## src/rtl/mbe_pkg.sv

```systemverilog
// Shared types, widths and constants of the escape-time pixel unit.
`default_nettype none

package mbe_pkg;

    localparam int MAX_WIDTH_DEF = 4096;
    localparam int MAX_ITER_DEF  = 65535;
    localparam int FRAC_BITS_DEF = 28;

    localparam int BATCH_W  = 12;
    localparam int ITEM_W   = 24;
    localparam int SHADE_W  = 8;
    localparam int DIM_W    = 13;
    localparam int COORD_W  = 32;
    localparam int STEP_W   = 31;
    localparam int LIM_W    = 16;
    localparam int ROW_W    = 26;
    localparam int PROD_W   = STEP_W + DIM_W;
    localparam int CR_W     = PROD_W + 2;

    localparam int CFG_IDX_W  = 3;
    localparam int CFG_DATA_W = 32;

    localparam logic [CFG_IDX_W-1:0] CFG_IMAGE_WIDTH     = 3'd0;
    localparam logic [CFG_IDX_W-1:0] CFG_ROWS_PER_BATCH  = 3'd1;
    localparam logic [CFG_IDX_W-1:0] CFG_X_START         = 3'd2;
    localparam logic [CFG_IDX_W-1:0] CFG_Y_START         = 3'd3;
    localparam logic [CFG_IDX_W-1:0] CFG_PIXEL_STEP      = 3'd4;
    localparam logic [CFG_IDX_W-1:0] CFG_ITERATION_LIMIT = 3'd5;

    localparam logic [DIM_W-1:0]          RST_IMAGE_WIDTH     = 13'd800;
    localparam logic [DIM_W-1:0]          RST_ROWS_PER_BATCH  = 13'd1;
    localparam logic signed [COORD_W-1:0] RST_X_START         = -32'sd570425344;
    localparam logic signed [COORD_W-1:0] RST_Y_START         = -32'sd402653184;
    localparam logic [STEP_W-1:0]         RST_PIXEL_STEP      = 31'd1006633;
    localparam logic [LIM_W-1:0]          RST_ITERATION_LIMIT = 16'd1024;

    localparam logic [SHADE_W-1:0] SHADE_MAX = 8'd255;

    localparam int DIV_N_W = 24;
    localparam int DIV_D_W = 16;

    typedef struct packed {
        logic [BATCH_W-1:0] batch_number;
        logic [ITEM_W-1:0]  work_item;
    } t_in_req;

    typedef struct packed {
        logic [ITEM_W-1:0]  buffer_offset;
        logic [SHADE_W-1:0] shade;
    } t_out_rsp;

    typedef struct packed {
        logic               start;
        logic [DIV_N_W-1:0] dividend;
        logic [DIV_D_W-1:0] divisor;
    } t_div_req;

    typedef struct packed {
        logic               done;
        logic [DIV_N_W-1:0] quotient;
        logic [DIV_D_W-1:0] remainder;
    } t_div_rsp;

    typedef enum logic [3:0] {
        S_IDLE,
        S_SPLIT,
        S_ROW,
        S_CHECK,
        S_SEED,
        S_SQ_A,
        S_SQ_B,
        S_MUL_AB,
        S_UPDATE,
        S_SHADE,
        S_SCALE,
        S_OUT
    } t_state;

endpackage

`default_nettype wire

```

## src/rtl/mbe_fxmul.sv

```systemverilog
// Shared fixed-point multiplier: registered magnitude product, floor rounding.
`default_nettype none

module mbe_fxmul import mbe_pkg::*; #(
    parameter  int FRACTION_BITS = FRAC_BITS_DEF,
    parameter  int A_W           = CR_W + 1,
    localparam int PR_W          = FRACTION_BITS + 6
) (
    input  wire logic                   i_clk,
    input  wire logic signed [A_W-1:0]  i_x,
    input  wire logic signed [A_W-1:0]  i_y,
    output logic signed [PR_W-1:0]      o_p
);

    localparam int MAG_W = FRACTION_BITS + 2;
    localparam int Q_W   = 2 * MAG_W - FRACTION_BITS;

    logic [A_W-1:0]     abs_x;
    logic [A_W-1:0]     abs_y;
    logic [2*MAG_W-1:0] r_prod;
    logic               r_neg;
    logic [Q_W-1:0]     quo;
    logic               rem_nz;
    logic [PR_W-1:0]    mag_p;

    assign abs_x = i_x[A_W-1] ? (~i_x) + {{(A_W-1){1'b0}}, 1'b1} : i_x;
    assign abs_y = i_y[A_W-1] ? (~i_y) + {{(A_W-1){1'b0}}, 1'b1} : i_y;

    always_ff @(posedge i_clk) begin
        r_prod <= abs_x[MAG_W-1:0] * abs_y[MAG_W-1:0];
        r_neg  <= i_x[A_W-1] ^ i_y[A_W-1];
    end

    assign quo    = r_prod[2*MAG_W-1:FRACTION_BITS];
    assign rem_nz = |r_prod[FRACTION_BITS-1:0];
    assign mag_p  = {2'b00, quo} + {{(PR_W-1){1'b0}}, rem_nz & r_neg};
    assign o_p    = r_neg ? $signed(~mag_p + PR_W'(1)) : $signed(mag_p);

endmodule

`default_nettype wire

```

## config.mk

```make
export PLATFORM = sky130hd
export DESIGN_NAME = mbe_fxmul
export DESIGN_NICKNAME = d
export VERILOG_FILES = /design/src/rtl/mbe_pkg.sv /design/src/rtl/mbe_fxmul.sv
export SDC_FILE = /design/constraint.sdc
export NUM_CORES = 2
export LEC_CHECK = 0
export ABC_AREA = 1
export BUFFER_PORTS_ARGS = -buffer_cell sky130_fd_sc_hd__buf_2
export CORE_UTILIZATION = 50
export CTS_BUF_LIST = sky130_fd_sc_hd__clkbuf_8 sky130_fd_sc_hd__clkbuf_16
export CTS_CLUSTER_SIZE = 30
export DETAILED_ROUTE_END_ITERATION = 10
export GPL_TIMING_DRIVEN = 0
export PLACE_DENSITY = 0.73
export SETUP_SLACK_MARGIN = 0.2
export SLEW_MARGIN = 10
export SYNTH_ARGS = -nofsm -noshare
export SYNTH_HDL_FRONTEND = slang
export SYNTH_SLANG_ARGS = --single-unit
```

## constraint.sdc

```tcl
create_clock -name i_clk -period 20.6 [get_ports i_clk]
set_input_delay 2.06 -clock i_clk [delete_from_list [all_inputs] [get_ports i_clk]]
set_output_delay 2.06 -clock i_clk [all_outputs]
set_load 0.1 [all_outputs]
```

==> impl_metrics.ini <==
[flow_run]
maxCapViolCount = 0

[floorplan]
die-area_sq_um = 70800
core_sq_um = 68800
die_w_um = 266
ioPinCount = 129
die_h_um = 266
std_cell_rows = 96
start_util_pct = 50.7

[synthesis]
netlist.top_cell.by_area = fa_1
synth_top_family_by_area = adder cells
syn-num-nets = 5754
syn_area_sq_um = 34900
synth_compound_gate_area_share_pct = 3.48
ys_seq_area_share_pct = 3.50
synth_cell_types = 48
syn_avg_cell_area_sq_um = 7.54
synth_simple_gate_area_share_pct = 22.0
synthTopCellsByArea = fa_1, inv_1, nand2_1
yosys_warnings = 0
synth-edff-count = 0
synthXorXnorAreaFrac_pct = 2.75
synth_top_cell_area_share_pct = 44.8
ys.flop_type = dfxtp_1
muxShareOfSynthArea_pct = 0
synth_fa_ha_area_share_pct = 53.8
ys_ff_latch = 61
synthCells = 4626
async_reset_ff_share_pct = 0

[layout]
fillers = 6800
nets = 5859
antenna-diode-count = 0
drive_above_1_share_pct = 5.47
layout_commonest_cell = inv_1
final_cell_mix = inv_1, nand2_1, fa_1
seq_area_sq_um = 1220
area_growth_syn_to_layout_pct = 5.64
fin_cells = 5667
multiInputGateArea_sq_um = 28600

[sta]
slew_violations = 0
tightest_slew_ps = 1400
relSlewSlack_pct = 6.61
setup_ws_ps = 8000
post-route-period-util_pct = 61.1
hold_violations = 0
layout_min_cycle_time_ps = 12600
fin_tns_setup_ps = 0
fmax_mhz = 79.4
rsz0062_at_grt = false
final-setup-viol-count = 0

[route]
vias = 31400
routedWlPerCell_um = 22.7
drc = 0
ant_nets = 0
drt_pass1_iterations = 5
via_per_inst = 5.54
first_iter_violations = 3394
wl_um = 129000

[setup_path]
cp_slowest_stage_delay_ps = 910
worst-setup-path-type = primary input to flip-flop
cp_slowest_cell = clkbuf_1
startpoint_type = primary input
required_ps = 20810
endpoint_kind = flip-flop
crit_fanout = 10
cp.arrival_ps = 12810
cpMostUsedCell = nand2_1

[global_route]
first_global_vias = 32200
grt_util_all_layers_pct = 37.6
grt_pass1_wl_um = 194000
antenna_found_initial = 4
grt_overflow = 0
grt_max_degree = 11

[placed_design]
post-dp-hpwl_um = 110000
numPortBuffers = 92
place_congestion = 1.04
dp_slack_ps = 8040
placedCellCount = 5651

[status]
run_status = finished, final reports clean

[cts]
h-tree-depth = 3
cts.sinks = 61
cts_root_buf = clkbuf_16
path_clk_slew_ps = 50
postCtsSetupRepairBufs = 0
cts_resized = 0
hold_buffers = 0
cts_inserted_buffers = 9
cts_max_path_buffers = 2
tritoncts = built

[worst_hold_path]
hold_path.class = primary input to flip-flop
[logic make-up (layout without fill, tap and decap cells)]
group | Yosys count | in the layout
AND/OR/NAND/NOR | 1902 | 1902
buffers and inverters | 1305 | 1415
flip-flops | 61 | 61
XOR/XNOR | 103 | 103
AO/OA/AOI/OAI | 222 | 222
adder cells (fa/ha/maj) | 1033 | 1033
[worst max-delay path: cells and delay by family]
kind | cells | cell delay, ps
compound gates | 1 | 650
fa+ha+maj | 10 | 4670
buf+inv | 10 | 2580
simple gates | 16 | 2780
[routing by layer]
metal / routed length (um) / vias up / global-route usage [%]
met3: 14800 / 457 / 8.15
met1: 50400 / 15500 / 50.4
li1: - / 13600 / -
met5: 21 / - / 0
met4: 9470 / 4 / 21.8
met2: 54100 / 1836 / 56.4
[stage by stage]
stage	utilization [%]	cell area, sq um	hold WS [ps]
after global routing	53.5	36900	2030
after floorplan	-	34900	2280
after detailed placement	53.1	36600	2370
final	53.5	36900	2030
after CTS	53.5	36900	2010
after global placement	53.0	36500	2360
[flip-flops by register name, indices dropped and copies added, names as in the netlist]
name,flops
r_neg,1
r_prod,60
[cells in the mapped netlist, types with 7 or more instances]
library cell,n
clkinv_1,12
ha_1,253
or2_2,8
a21oi_1,93
clkbuf_1,65
nor2_1,692
dfxtp_1,61
a31oi_1,10
xnor2_1,28
o21ai_1,8
nor3_1,27
buf_2,63
xor2_1,69
inv_1,1132
nand2_2,12
nand2_1,977
nand3b_1,8
nor4_1,14
nand3_1,114
a21o_1,7
o21ai_0,79
inv_2,16
nand4_1,24
fa_1,780
nor2_2,7
[worst paths after layout]
path | slack, ps | depth (start not counted) | end | from
worst max-delay path | 8000 | 37 | r_prod[58] | i_x[0]
worst min-delay path | 2030 | 3 | r_prod[0] | i_y[0]
[layout make-up]
class                           count  area share, %
Tap cell                          931           3.16
Sequential cell                    61           3.31
Buffer                            144           1.86
Clock inverter                      6          0.149
Multi-Input combinational cell   3260           77.7
Timing Repair Buffer               94           1.31
Inverter                         1161           11.8
Clock buffer                       10          0.648
Power is not shown: default switching activity piles up to over one toggle a cycle in this logic, so the estimate is an artifact.
