File: config.mk
export PLATFORM = sky130hd
export DESIGN_NAME = mbe_div
export DESIGN_NICKNAME = d
export VERILOG_FILES = /design/src/rtl/mbe_pkg.sv /design/src/rtl/mbe_div.sv
export SDC_FILE = /design/constraint.sdc
export NUM_CORES = 1
export LEC_CHECK = 0
export ABC_AREA = 1
export BUFFER_PORTS_ARGS = -buffer_cell sky130_fd_sc_hd__buf_4
export CAP_MARGIN = 25
export CORE_ASPECT_RATIO = 0.8
export CORE_MARGIN = 8
export CORE_UTILIZATION = 36
export DETAILED_ROUTE_END_ITERATION = 7
export PLACE_DENSITY_LB_ADDON = 0.08
export SYNTH_ARGS = -nofsm -noshare
export SYNTH_HDL_FRONTEND = slang
export SYNTH_SLANG_ARGS = --single-unit
File: constraint.sdc
create_clock -name i_clk -period 1.9 [get_ports i_clk]
set_clock_uncertainty 0.15 [all_clocks]
set_input_delay 0.095 -clock i_clk [delete_from_list [all_inputs] [get_ports i_clk]]
set_output_delay 0.095 -clock i_clk [all_outputs]
set_load 0.02 [all_outputs]
File: src/rtl/mbe_pkg.sv
// Shared types, widths and constants of the escape-time pixel unit.
`default_nettype none

package mbe_pkg;

    localparam int MAX_WIDTH_DEF = 4096;
    localparam int MAX_ITER_DEF  = 65535;
    localparam int FRAC_BITS_DEF = 28;

    localparam int BATCH_W  = 12;
    localparam int ITEM_W   = 24;
    localparam int SHADE_W  = 8;
    localparam int DIM_W    = 13;
    localparam int COORD_W  = 32;
    localparam int STEP_W   = 31;
    localparam int LIM_W    = 16;
    localparam int ROW_W    = 26;
    localparam int PROD_W   = STEP_W + DIM_W;
    localparam int CR_W     = PROD_W + 2;

    localparam int CFG_IDX_W  = 3;
    localparam int CFG_DATA_W = 32;

    localparam logic [CFG_IDX_W-1:0] CFG_IMAGE_WIDTH     = 3'd0;
    localparam logic [CFG_IDX_W-1:0] CFG_ROWS_PER_BATCH  = 3'd1;
    localparam logic [CFG_IDX_W-1:0] CFG_X_START         = 3'd2;
    localparam logic [CFG_IDX_W-1:0] CFG_Y_START         = 3'd3;
    localparam logic [CFG_IDX_W-1:0] CFG_PIXEL_STEP      = 3'd4;
    localparam logic [CFG_IDX_W-1:0] CFG_ITERATION_LIMIT = 3'd5;

    localparam logic [DIM_W-1:0]          RST_IMAGE_WIDTH     = 13'd800;
    localparam logic [DIM_W-1:0]          RST_ROWS_PER_BATCH  = 13'd1;
    localparam logic signed [COORD_W-1:0] RST_X_START         = -32'sd570425344;
    localparam logic signed [COORD_W-1:0] RST_Y_START         = -32'sd402653184;
    localparam logic [STEP_W-1:0]         RST_PIXEL_STEP      = 31'd1006633;
    localparam logic [LIM_W-1:0]          RST_ITERATION_LIMIT = 16'd1024;

    localparam logic [SHADE_W-1:0] SHADE_MAX = 8'd255;

    localparam int DIV_N_W = 24;
    localparam int DIV_D_W = 16;

    typedef struct packed {
        logic [BATCH_W-1:0] batch_number;
        logic [ITEM_W-1:0]  work_item;
    } t_in_req;

    typedef struct packed {
        logic [ITEM_W-1:0]  buffer_offset;
        logic [SHADE_W-1:0] shade;
    } t_out_rsp;

    typedef struct packed {
        logic               start;
        logic [DIV_N_W-1:0] dividend;
        logic [DIV_D_W-1:0] divisor;
    } t_div_req;

    typedef struct packed {
        logic               done;
        logic [DIV_N_W-1:0] quotient;
        logic [DIV_D_W-1:0] remainder;
    } t_div_rsp;

    typedef enum logic [3:0] {
        S_IDLE,
        S_SPLIT,
        S_ROW,
        S_CHECK,
        S_SEED,
        S_SQ_A,
        S_SQ_B,
        S_MUL_AB,
        S_UPDATE,
        S_SHADE,
        S_SCALE,
        S_OUT
    } t_state;

endpackage

`default_nettype wire

File: src/rtl/mbe_div.sv
// Restoring radix-2 divider, one quotient bit per cycle.
`default_nettype none

module mbe_div import mbe_pkg::*; (
    input  wire logic     i_clk,
    input  wire logic     i_rst_n,
    input  wire t_div_req i_req,
    output t_div_rsp      o_rsp
);

    localparam int CNT_W = $clog2(DIV_N_W);

    logic               r_busy;
    logic               r_done;
    logic [CNT_W-1:0]   r_cnt;
    logic [DIV_N_W-1:0] r_quo;
    logic [DIV_D_W-1:0] r_rem;
    logic [DIV_D_W-1:0] r_div;

    logic [DIV_D_W:0]   sh;
    logic [DIV_D_W:0]   diff;
    logic               ge;
    logic [DIV_D_W-1:0] n_rem;

    always_comb begin
        sh    = {r_rem, r_quo[DIV_N_W-1]};
        diff  = sh - {1'b0, r_div};
        ge    = (sh >= {1'b0, r_div});
        n_rem = ge ? diff[DIV_D_W-1:0] : sh[DIV_D_W-1:0];
    end

    always_ff @(posedge i_clk) begin
        if (!i_rst_n) begin
            r_busy <= 1'b0;
            r_done <= 1'b0;
            r_cnt  <= '0;
        end else begin
            r_done <= 1'b0;
            if (i_req.start) begin
                r_busy <= 1'b1;
                r_cnt  <= '0;
            end else if (r_busy) begin
                r_cnt <= r_cnt + CNT_W'(1);
                if (r_cnt == CNT_W'(DIV_N_W - 1)) begin
                    r_busy <= 1'b0;
                    r_done <= 1'b1;
                end
            end
        end
    end

    always_ff @(posedge i_clk) begin
        if (i_req.start) begin
            r_quo <= i_req.dividend;
            r_rem <= '0;
            r_div <= i_req.divisor;
        end else if (r_busy) begin
            r_quo <= {r_quo[DIV_N_W-2:0], ge};
            r_rem <= n_rem;
        end
    end

    assign o_rsp.done      = r_done;
    assign o_rsp.quotient  = r_quo;
    assign o_rsp.remainder = r_rem;

endmodule

`default_nettype wire

==> results by stage, run 1 <==
Outcome:
- The flow ran to the end, but the final reports show violations.
- The final reports fail on setup timing.

Synth:
- In the synthesized netlist, the cells that appear most often are 191 x sky130_fd_sc_hd__nand2_1, 75 x sky130_fd_sc_hd__inv_1, 40 x sky130_fd_sc_hd__edfxtp_1.
- The post-synthesis average cell area is ~7.6 µm².
- Summing the areas of all compound-gate instances in the mapped netlist gives between 4 and 5% of the synthesized area.
- The total number of yosys warnings is 0.
- The library cell with the highest instance count after synthesis is sky130_fd_sc_hd__nand2_1.
- The adder-cell share of the synthesized area is roughly 6.4%.
- The top cell type by total area after synthesis is sky130_fd_sc_hd__edfxtp_1.
- The dominant combinational cell family by area after synthesis is simple AND/OR/NAND/NOR gates.
- In this run the biggest area consumer among cell types represents about 33% of the synthesized area.
- The portion of synthesized area spent on multiplexers is 0%.
- The number of instances in the synthesized netlist is 480.
- The number of enable flip-flop cells after synthesis is 40.
- The share of synthesized flip-flops with an asynchronous set or reset is 0%.
- The sequential element share of the synthesized area is a little under half.
- By area the synthesized netlist is led by sky130_fd_sc_hd__edfxtp_1 33%, sky130_fd_sc_hd__nand2_1 20%, sky130_fd_sc_hd__dfxtp_1 13%.
- The synthesized netlist occupies a cell area of around 3600 µm².
- For this run, the leading register cell type out of synthesis is sky130_fd_sc_hd__edfxtp_1.
- The post-synthesis net count is around 540.
- Summing the areas of all and, or, nand and nor instances in the mapped netlist gives between 30% and 40% of the synthesized area.
- Summing the areas of all xor and xnor instances in the mapped netlist gives 1.44% of the synthesized area.
- The number of distinct standard cells referenced by the synthesized netlist is 33.
- The synthesized design contains 63 register bits.

Drt:
- The count of nets left with antenna violations once routing finished came out at 0.
- The overall via count from detail_route is around 3700.
- The detailed-route wire length is ~11 mm.
- The first detailed-routing pass took 5 iterations.
- The initial DRC count is about 200.
- The via count normalized by instance count is between 4 and 5.
- Dividing the detail-routed wire length by the instance count gives between 10 and 15 µm.
- After detailed routing, the number of remaining DRC violations is 0.

Timing:
- The final count of pins violating max slew is 0.
- The time the worst path needs with I/O delays and setup is just under 2 ns.
- The setup total negative slack is -0.528 ns.
- In the post-route analysis, the smallest setup slack over all paths is -0.0643 ns.
- The worst hold slack across all endpoints is roughly 0.056 ns.
- In this run the tightest slew margin relative to its limit is around two thirds.
- Setup repair after global routing could not meet its margin everywhere.
- The share of the clock period used by the worst path after layout is 103%.
- Setup violations remaining at the end of the flow were counted as 16.
- The fmax is 509 MHz.
- The hold violation count in the final report is 0.
- At the pin with the least slew margin, the transition time is approximately 0.50 ns.

Global route:
- The initial antenna violation count is 0.
- The maximum number of pins on one net before global-route repair is 40.
- After global routing the overflow that remains totals 0.
- For this run, the total global-route usage over all layers was measured as ~16%.
- The wire length of the first global-routing pass is roughly 18 mm.
- The number of global-route vias before repair is 3701.

Die:
- The overall die area is approximately 14000 µm².
- The I/O pin count is between 80 and 90.
- Measured along the x axis, the die boundary spans 128 µm.
- The initial utilization of the core area, before any placement, comes to a little over a third.
- The site row count is 33.
- The die span in y is around 110 µm.
- The area inside the core boundary is about 10000 µm².

Clock network:
- At the later pin of the worst-skew pair, clock insertion delay measures approximately 0.33 ns.
- The number of H-tree levels is 3.
- The register clock-pin slew on the reported worst setup and hold paths is 0.05 ns.
- The clock passes through at most 2 buffers.
- TritonCTS built the clock tree.
- For this design, the sink count on the clock tree is between 60 and 70.
- The cell sitting at the root of the clock tree is a sky130_fd_sc_hd__clkbuf_16.
- The CTS buffer count is 9.

Min path:
- The kind of path behind the tightest hold check is primary input to flop.

Critical path:
- The startpoint kind of the worst setup timing path is a flop.
- The required time of the worst setup path is roughly 2.0 ns.
- The endpoint kind of the worst setup timing path is a flop.
- The arrival time of data at the critical path endpoint is around 2.1 ns.
- The biggest fanout along the worst timing path is 4.
- The critical path class is flop to flop.

Placement:
- The count of buffers from port buffering is between 80 and 90.
- The total placed cells including tap cells is about 760.
- The congestion estimate from routability-driven global placement came to 0.858.
- The placed wire-length estimate after detailed placement is 7.90 mm.

Power and ir drop:
- The worst IR drop on VDD is about 0.51 mV.
- The static power due to leakage is just under 3 nW.
- The ratio of total power to cell area is ~650 nW/µm².

Final layout:
- The antenna cell count is 0.
- Once layout is complete, the cells apart from fillers number between 800 and 900.
- Compared with the post-synthesis result, the final layout area differs by 68.5%.
- The final layout contains about 730 nets.
- The post-route netlist has 39.3% of its cells at a drive strength greater than 1.
- Fill cells in the final layout number approximately 910.

Run:
- The number of max-capacitance violations reported is 0.
[metal layers]
layer / vias up / GRT usage [%] / part of all wire (%)
met5: - / 0 / 0
met1: 1713 / 22.0 / 46
met4: 0 / 5.25 / 0.89
li1: 1914 / - / -
met3: 7 / 3.60 / 5.4
met2: 83 / 26.0 / 48
[logic make-up (layout without fill, tap and decap cells)]
family	count (synthesis)	in the layout
simple gates	279	280
buf+inv	88	283
flops	63	63
compound gates	26	26
fa+ha+maj	18	18
xor+xnor	6	6
[state kept, by name, summed over array words and instances, names as in the netlist]
name / count
r_div: 16
r_done: 1
r_quo: 24
r_busy: 1
r_cnt: 5
r_rem: 16
[critical path: stages, from the launching register on]
cell and delay, ns:
sky130_fd_sc_hd__edfxtp_1 0.45, sky130_fd_sc_hd__ha_4 0.20, sky130_fd_sc_hd__fa_2 0.38, sky130_fd_sc_hd__nor2_4 0.12, sky130_fd_sc_hd__nor2_4 0.07, sky130_fd_sc_hd__o21ai_4 0.16, sky130_fd_sc_hd__nand2_2 0.10, sky130_fd_sc_hd__nand2_1 0.07
sky130_fd_sc_hd__nand2_1 0.06, sky130_fd_sc_hd__nand3_2 0.07, sky130_fd_sc_hd__nand2_1 0.05, sky130_fd_sc_hd__nand2_1 0.05
[stage by stage]
| stage | util, % | setup WS (ns) | power, mW | instance area [µm²] |
|---|---|---|---|---|
| global placement | 49.0 | -0.216 | 2.28 | 4920 |
| detailed placement | 49.0 | -0.209 | 2.28 | 4920 |
| finish | 61.1 | -0.0643 | 4.02 | 6130 |
| floorplan | - | -0.0533 | 1.94 | 3670 |
| global route | 61.1 | -0.175 | 4.19 | 6130 |
| CTS | 59.7 | -0.0574 | 4.03 | 5990 |
[final cells by class]
type	instances	area, µm²	area share, %
Sequential cell	63	1680	27.3
Clock inverter	7	63.8	1.04
Tap cell	140	175	2.86
Timing Repair Buffer	189	1590	26.0
Multi-Input combinational cell	330	2100	34.3
Inverter	78	293	4.77
Clock buffer	9	225	3.67
[power by group]
part           switching (mW)  leakage (nW)  internal (mW)
logic                   0.417          2.24          0.407
clock network           0.582         0.140           1.00
registers              0.0458         0.595           1.56
total                    1.05          2.98           2.97
[placed cells by master, fill, tap and decap left out, types with 5 or more instances in the layout]
cell type / Yosys / layout
sky130_fd_sc_hd__dlygate4sd3_1: 0 / 41
sky130_fd_sc_hd__edfxtp_1: 40 / 40
sky130_fd_sc_hd__nand2_4: 2 / 6
sky130_fd_sc_hd__dfxtp_1: 23 / 11
sky130_fd_sc_hd__nor2_1: 20 / 15
sky130_fd_sc_hd__nand3_2: 3 / 13
sky130_fd_sc_hd__a21oi_2: 1 / 6
sky130_fd_sc_hd__inv_1: 75 / 64
sky130_fd_sc_hd__nand2_1: 191 / 165
sky130_fd_sc_hd__buf_4: 3 / 139
sky130_fd_sc_hd__a21oi_1: 10 / 5
sky130_fd_sc_hd__clkbuf_16: 0 / 9
sky130_fd_sc_hd__nand3b_1: 7 / 7
sky130_fd_sc_hd__ha_4: 0 / 15
sky130_fd_sc_hd__nand3_1: 36 / 25
sky130_fd_sc_hd__nand2_2: 0 / 20
sky130_fd_sc_hd__inv_2: 2 / 13
sky130_fd_sc_hd__nor3_1: 11 / 8
sky130_fd_sc_hd__dfxtp_2: 0 / 12
[what timing repair did]
item | 4_1_cts | 5_1_grt
cloned | 1 | 0
pin swaps | 11 | 17
gates resized for setup | 56 | 45
buffers inserted | 2 | 0
hold endpoints to repair | 41 | 0
hold buffers | 41 | 0
endpoints found under the setup margin | 17 | 17
[final timing paths]
| kind | start | end | slack [ns] | depth (start not counted) |
|---|---|---|---|---|
| worst max-delay path | r_div[0]$_DFFE_PP_ | r_rem[14]$_SDFFE_PP0P_ | -0.06 | 11 |
| worst min-delay path | i_req[40] | r_busy$_SDFF_PN0_ | 0.06 | 3 |
| worst max register to register | r_div[0]$_DFFE_PP_ | r_rem[14]$_SDFFE_PP0P_ | -0.06 | 11 |
| worst min register to register | r_rem[15]$_SDFFE_PP0P_ | r_rem[15]$_SDFFE_PP0P_ | 0.33 | 2 |
Note: power is estimated with default switching activity, not from simulation.
==> inputs of run 2 (changes only) <==
--- a/config.mk
+++ b/config.mk
@@ -13,6 +13,7 @@
 export CORE_UTILIZATION = 36
 export DETAILED_ROUTE_END_ITERATION = 7
 export PLACE_DENSITY_LB_ADDON = 0.08
+export SKIP_CTS_REPAIR_TIMING = 1
 export SYNTH_ARGS = -nofsm -noshare
 export SYNTH_HDL_FRONTEND = slang
 export SYNTH_SLANG_ARGS = --single-unit
==> run 2 against run 1 <==
Compared with the run above: the flow still finishes with violations (setup timing); largest cell class unchanged; register-to-register slack worse by 0.08 ns; sequential power about the same; highest routed layer unchanged; wire length down 0.44%; cell area down 1.2%; first-iteration DRC count up 26%.
==> results by stage, run 2 (same netlist as run 1, synthesis figures left out) <==
Outcome:
- The flow ran to the end, but the final reports show violations.
- The final reports fail on setup timing.

Global route:
- The total global-route track usage is 15.3% (-1.2 points).
- The wire length of the first global-routing pass is 16.6 mm (-7.6%).
- The maximum number of pins on one net before global-route repair was 40 (unchanged).
- The initial antenna violation count is 0 (unchanged).
- The sum of overflow across all layers after global routing was 0 (unchanged).
- The number of global-route vias before repair is 3368 (-9.0%).

Power and ir drop:
- The total chip power was 4.01 mW (-0.26%).
- The worst IR drop on VDD is 0.516 mV (+0.24%).
- The ratio of total power to cell area came to 661 nW/µm² (+0.97%).
- The static power due to leakage is 2.97 nW (-0.20%).

Placement:
- The global placement routability congestion is 0.858 (unchanged).
- The placed wire-length estimate after detailed placement is 7.90 mm (unchanged).
- The count of buffers from port buffering is 83 (unchanged).

Final layout:
- The number of fill cells was 903 (-0.66%).
- The register ranked first by flip-flop count is r_quo.
- The proportion of layout cells with a drive suffix above 1 is 36.1% (-3.2 points).
- The net total in the final layout is 734 (+0.27%).
- The top cell types in the final layout, fill and taps aside, are 176 x sky130_fd_sc_hd__nand2_1, 141 x sky130_fd_sc_hd__buf_4, 69 x sky130_fd_sc_hd__inv_1.
- In the final layout, the registers with the most flip-flops are r_quo (24), r_div (16), r_rem (16).
- The flip-flop count of the largest register after layout was 24 (unchanged).
- The antenna cell count is 0 (unchanged).
- The leading cell type in the layout, fill and taps excluded is sky130_fd_sc_hd__nand2_1.
- The layout-stage area growth over the synthesis result is 66.4%.

Clock network:
- The number of sinks driven by the clock tree is 63 (unchanged).
- The register clock-pin slew on the reported worst setup and hold paths is 0.06 ns (about the same).
- The root buffer cell is sky130_fd_sc_hd__clkbuf_16.
- The number of buffers between clock root and the deepest sink is 2 (unchanged).
- The clock tree from TritonCTS is done.
- The number of H-tree levels is 3 (unchanged).
- The insertion delay of the later-clocked pin in the worst-skew pair came to 0.33 ns (about the same).
- The CTS buffer count is 9 (unchanged).

Die:
- The die span in y was 106 µm (unchanged).
- The effective utilization at floorplan is 36.3% (unchanged).
- The site row count is 33 (unchanged).
- The I/O pin count is 84 (unchanged).
- The area inside the core boundary is 10000 µm² (unchanged).
- The overall die area is 13600 µm² (unchanged).
- The width of the die came to 128 µm (unchanged).

Timing:
- The worst slew slack as a fraction of its limit is 66.3% (-0.23 points).
- The share of the clock period used by the worst path after layout came to 108% (+4.2 points).
- The final count of pins violating max slew is 0 (unchanged).
- The fmax was 489 MHz (-3.9%).
- The time the worst path needs with I/O delays and setup is 2.04 ns (+0.0797 ns).
- The transition time at the pin with the least slew margin is 0.506 ns (+0.00350 ns).
- The hold violation count in the final report is 0 (unchanged).
- The setup total negative slack is -1.79 ns (-1.26 ns).
- The worst-case setup margin in the final layout came to -0.144 ns (-0.0797 ns).
- The final-report setup violation count is 17 (+1).
- Setup repair after global routing could not meet its margin everywhere.

Critical path:
- Traced cell by cell, the critical path runs through inv_2 -> ha_4 -> buf_4 -> nand3_2 -> nor2_1 -> nand4_1 -> nand2_2 -> nor2_4 -> buf_4 -> nand2_4 -> nand2_1 -> nand3_1 -> o21ai_0.
- The arrival time of data at the critical path endpoint was 2.15 ns (+0.07 ns).
- The required time of the worst setup path came to 2.00 ns (-0.02 ns).
- On the critical path, the stage with the largest delay is an instance of sky130_fd_sc_hd__edfxtp_1.
- The setup path with the least slack is of type flop to flop.
- By instance count, the cell type seen most on the critical path is sky130_fd_sc_hd__buf_4.
- The startpoint kind of the worst setup timing path is a flop.
- The biggest fanout along the worst timing path came to 8 (+4).
- The endpoint kind of the worst setup timing path is a flop.
- The delay of the slowest critical-path stage is 0.38 ns (-0.07 ns).

Drt:
- The initial DRC count is 250 (+26%).
- The number of design rule violations left after detail routing is 0 (unchanged).
- The detailed-route wire length is 11.1 mm (-0.44%).
- The number of detailed-route iterations in the first pass is 7 (+2).
- The overall via count from detail_route is 3674 (-1.2%).
- The post-route antenna net violation count was 0 (unchanged).
- The via count normalized by instance count is 4.49 (-1.4%).
- The detailed-route wire length per cell is 13.6 µm (-0.68%).

Run:
- The number of max-capacitance violations reported came to 0 (unchanged).

Min path:
- In this run the worst hold path is classified as primary input to flop.
-- run 2: cell count changes in the layout (fill, tap and decap cells not counted), sizes merged --
cell,change
clkbuf,+1
buf,+1
-- run 2: critical path: cells and delay by family, from the launching register on --
family	cells	cell delay (ns)
buffers and inverters	3	0.40
adders and majority gates	1	0.21
AOI/OAI and AO/OA	1	0.08
DFF	1	0.38
and+or+nand+nor	8	0.75
-- run 2: through the flow --
stage	cells	utilization [%]	setup WS (ns)	area, µm²	hold slack, ns
floorplan	480	-	-0.0533	3670	0.0439
global placement	756	49.0	-0.216	4920	0.123
detailed placement	756	49.0	-0.209	4920	0.124
CTS	772	51.9	-0.214	5210	-0.220
global route	818	60.4	-0.236	6060	0.101
finish	818	60.4	-0.144	6060	0.0580
-- run 2: layer usage --
metal | wire, µm | GRT usage [%] | part of all wire, % | vias up
li1 | - | - | - | 1919
met1 | 5340 | 21.1 | 48 | 1685
met2 | 5240 | 23.2 | 47 | 66
met3 | 454 | 3.45 | 4.1 | 4
met4 | 57 | 4.66 | 0.51 | 0
met5 | 0 | 0 | 0 | -
-- run 2: cell type report --
| type | instances | area [µm²] | area share [%] |
|---|---|---|---|
| well taps | 140 | 175 | 2.89 |
| clock buffers | 9 | 225 | 3.72 |
| inverters | 78 | 293 | 4.83 |
| repair buffers | 191 | 1610 | 26.6 |
| multi-input cells | 330 | 2010 | 33.2 |
| clock inverters | 7 | 63.8 | 1.05 |
| flip-flops and latches | 63 | 1680 | 27.7 |
-- run 2: path summary, 6_finish.rpt --
| kind | from | end | slack [ns] | cells after the start |
|---|---|---|---|---|
| worst max-delay path | r_div[14]$_DFFE_PP_ | r_rem[1]$_SDFFE_PP0P_ | -0.14 | 13 |
| worst min-delay path | i_req[40] | r_busy$_SDFF_PN0_ | 0.06 | 3 |
| worst max register to register | r_div[14]$_DFFE_PP_ | r_rem[1]$_SDFFE_PP0P_ | -0.14 | 13 |
| worst min register to register | r_rem[15]$_SDFFE_PP0P_ | r_rem[15]$_SDFFE_PP0P_ | 0.34 | 2 |
-- run 2: where the power goes --
part / internal (mW) / switching, mW
clock network: 1.00 / 0.587
logic: 0.403 / 0.408
registers: 1.56 / 0.0438
total: 2.97 / 1.04
==> inputs of run 3 (changes only) <==
--- a/config.mk
+++ b/config.mk
@@ -13,6 +13,7 @@
 export CORE_UTILIZATION = 36
 export DETAILED_ROUTE_END_ITERATION = 7
 export PLACE_DENSITY_LB_ADDON = 0.08
+export SETUP_SLACK_MARGIN = 0.05
 export SKIP_CTS_REPAIR_TIMING = 1
 export SYNTH_ARGS = -nofsm -noshare
 export SYNTH_HDL_FRONTEND = slang
==> run 3 against run 2 <==
Compared with the run above: cell count is 1.3% lower; critical path type unchanged; utilization is 2.2 points higher; first-iteration DRC count is 34% lower; die area stayed put; the flow still finishes with violations (setup timing); setup slack better by 0.045 ns; worst hold slack worse by 0.046 ns; non-clock buffer count is 11 lower; fmax is 2.3% higher.
==> results by stage, run 3 (same netlist as run 1, synthesis figures left out) <==
Outcome:
- The run finished, with violations left.
- The checks that failed: setup timing.

Critical path:
- For this design, the slowest cell found on the critical path is sky130_fd_sc_hd__fa_2.
- The gate family responsible for the most delay along the worst path is simple AND/OR/NAND/NOR gates.
- The delay of the slowest critical-path stage came to 0.40 ns (+0.02 ns).
- The worst setup path is launched from a flop.
- The arrival time of data at the critical path endpoint was 2.07 ns (-0.08 ns).
- The critical path goes through inv_2 -> ha_4 -> fa_2 -> nor2_4 -> nor2_4 -> o21ai_4 -> nand2_2 -> nand3_2 -> nand3_2 -> nand2_1 -> nand2_1.
- The critical path class is flop to flop.
- The required time of the worst setup path was 1.97 ns (-0.03 ns).
- The number of buffers and inverters on the critical path is 1 (-2).
- The biggest fanout along the worst timing path is 4 (-4).
- The endpoint kind of the worst setup timing path is a flop.

Final layout:
- The layout-stage area growth over the synthesis result is 72.5%.
- In the final layout, the registers with the most flip-flops are r_quo (24), r_div (16), r_rem (16).
- The flip-flop count of the largest register after layout is 24 (unchanged).
- The final non-filler cell total is 807 (-1.3%).
- The net total in the final layout came to 723 (-1.5%).
- The library cells used most frequently in the layout, excluding fill and tap cells, are 147 x sky130_fd_sc_hd__nand2_1, 131 x sky130_fd_sc_hd__buf_4, 55 x sky130_fd_sc_hd__inv_1.
- The final cell utilization of the core is 62.6% (+2.2 points).
- The leading cell type in the layout, fill and taps excluded is sky130_fd_sc_hd__nand2_1.
- The antenna cell count is 0 (unchanged).
- The number of fill cells is 857 (-5.1%).
- The register ranked first by flip-flop count is r_quo.
- The proportion of layout cells with a drive suffix above 1 is 44.7% (+8.5 points).

Global route:
- The initial antenna violation count is 0 (unchanged).
- The sum of overflow across all layers after global routing is 0 (unchanged).
- The number of global-route vias before repair is 3427 (+1.8%).
- The maximum number of pins on one net before global-route repair came to 27 (-33%).
- The total global-route track usage is 16.3% (+0.97 points).
- The wire length of the first global-routing pass is 17.5 mm (+5.9%).

Timing:
- The fmax was 500 MHz (+2.3%).
- The final-report setup violation count was 9 (-8).
- The time the worst path needs with I/O delays and setup is 2.00 ns (-0.0451 ns).
- Setup repair after global routing could not meet its margin everywhere.
- The worst slew slack as a fraction of its limit is 77.7% (+11 points).
- The worst-case setup margin in the final layout was -0.0989 ns (+0.0451 ns).
- The worst hold slack across all endpoints is 0.0117 ns (-0.0463 ns).
- The hold violation count in the final report is 0 (unchanged).
- The transition time at the pin with the least slew margin was 0.332 ns (-0.174 ns).
- The final count of pins violating max slew is 0 (unchanged).
- The share of the clock period used by the worst path after layout came to 105% (-2.4 points).

Placement:
- The global placement routability congestion was 0.877 (+2.2%).
- The total placed cells including tap cells is 740 (-2.1%).
- The pre-CTS setup slack is -0.129 ns (+0.0798 ns).
- The placed wire-length estimate after detailed placement is 8.40 mm (+6.4%).
- The count of buffers from port buffering is 83 (unchanged).

Run:
- The number of max-capacitance violations reported came to 0 (unchanged).

Power and ir drop:
- The ratio of total power to cell area was 686 nW/µm² (+3.7%).
- The worst IR drop on VDD is 0.466 mV (-9.7%).
- The power share of the combinational group is 19.6% (-0.6 points).
- The cell-internal power is 3.20 mW (+7.7%).
- The static power due to leakage came to 3.03 nW (+1.9%).
- The total chip power is 4.31 mW (+7.5%).
- The switching part of the total power is 25.8% (-0.14 points).
- The share of total power in sequential cells is 37.4% (-2.7 points).
- The fraction of power consumed by the clock network is 42.9% (+3.2 points).
- The net load switching power is 1.11 mW (+6.9%).

Drt:
- The initial DRC count was 164 (-34%).
- The detailed-route wire length is 11.6 mm (+4.9%).
- The post-route antenna net violation count is 0 (unchanged).
- The detailed-route wire length per cell is 14.4 µm (+6.3%).
- The via count normalized by instance count came to 4.57 (+1.7%).
- The number of detailed-route iterations in the first pass is 4 (-3).
- The number of design rule violations left after detail routing is 0 (unchanged).
- The overall via count from detail_route is 3685 (+0.30%).

Die:
- The area inside the core boundary is 10000 µm² (unchanged).
- The site row count is 33 (unchanged).
- The overall die area is 13600 µm² (unchanged).
- The die span in y is 106 µm (unchanged).
- The I/O pin count was 84 (unchanged).
- The effective utilization at floorplan is 36.3% (unchanged).
- The width of the die is 128 µm (unchanged).

Min path:
- The path class of the tightest hold or removal check is primary input to flop.

Clock network:
- The CTS buffer count is 9 (unchanged).
- The clock tree from TritonCTS is done.
- The insertion delay of the later-clocked pin in the worst-skew pair is 0.33 ns (about the same).
- The register clock-pin slew on the reported worst setup and hold paths is 0.06 ns (about the same).
- The number of sinks driven by the clock tree was 63 (unchanged).
- The number of buffers between clock root and the deepest sink was 2 (unchanged).
- The number of H-tree levels is 3 (unchanged).
- The root buffer cell is sky130_fd_sc_hd__clkbuf_16.
## run 3: final cells by class
class	instances	area (µm²)	area share (%)
Multi-Input combinational cell	330	2260	36.1
Sequential cell	63	1680	26.7
Timing Repair Buffer	180	1530	24.4
Inverter	78	293	4.66
Clock buffer	12	256	4.09
Tap cell	140	175	2.79
Clock inverter	4	76.3	1.22
## run 3: stage by stage
step           instance area [µm²]  TNS [ns]
4_1_cts                       5280     -1.86
5_1_grt                       6280     -1.87
3_5_place_dp                  4950     -1.51
2_1_floorplan                 3820   -0.0790
6_report                      6280    -0.316
3_3_place_gp                  4950     -1.67
## run 3: final timing paths
check                                             from                      to  slack [ns]  depth (start not counted)
worst max-delay path               r_quo[23]$_DFFE_PP_  r_rem[14]$_SDFFE_PP0P_        -0.1                         11
worst min-delay path                         i_req[16]      r_quo[0]$_DFFE_PP_        0.01                          3
worst max register to register     r_quo[23]$_DFFE_PP_  r_rem[14]$_SDFFE_PP0P_        -0.1                         11
worst min register to register  r_rem[15]$_SDFFE_PP0P_  r_rem[15]$_SDFFE_PP0P_        0.34                          2
## run 3: worst register-to-register path: cells and delay by family, from the launching register on
kind	cells	cell delay, ns
flops	1	0.38
buf+inv	1	0.06
simple gates	7	0.58
fa+ha+maj	2	0.56
compound gates	1	0.16
## run 3: power groups by stage
| stage | logic, mW | clock network, mW | registers, mW |
|---|---|---|---|
| 2_1_floorplan | 0.278 | 0 | 1.70 |
| 3_3_place_gp | 0.654 | 0 | 1.63 |
| 3_5_place_dp | 0.658 | 0 | 1.64 |
| 4_1_cts | 0.661 | 1.89 | 1.61 |
| 5_1_grt | 0.911 | 1.93 | 1.62 |
| 6_report | 0.845 | 1.85 | 1.61 |
## run 3: routing by layer
metal	global-route usage, %	up-vias	wire [µm]
met5	0	-	0
met2	26.4	71	5690
li1	-	1904	-
met3	3.95	9	461
met1	21.1	1701	5350
met4	4.32	0	124
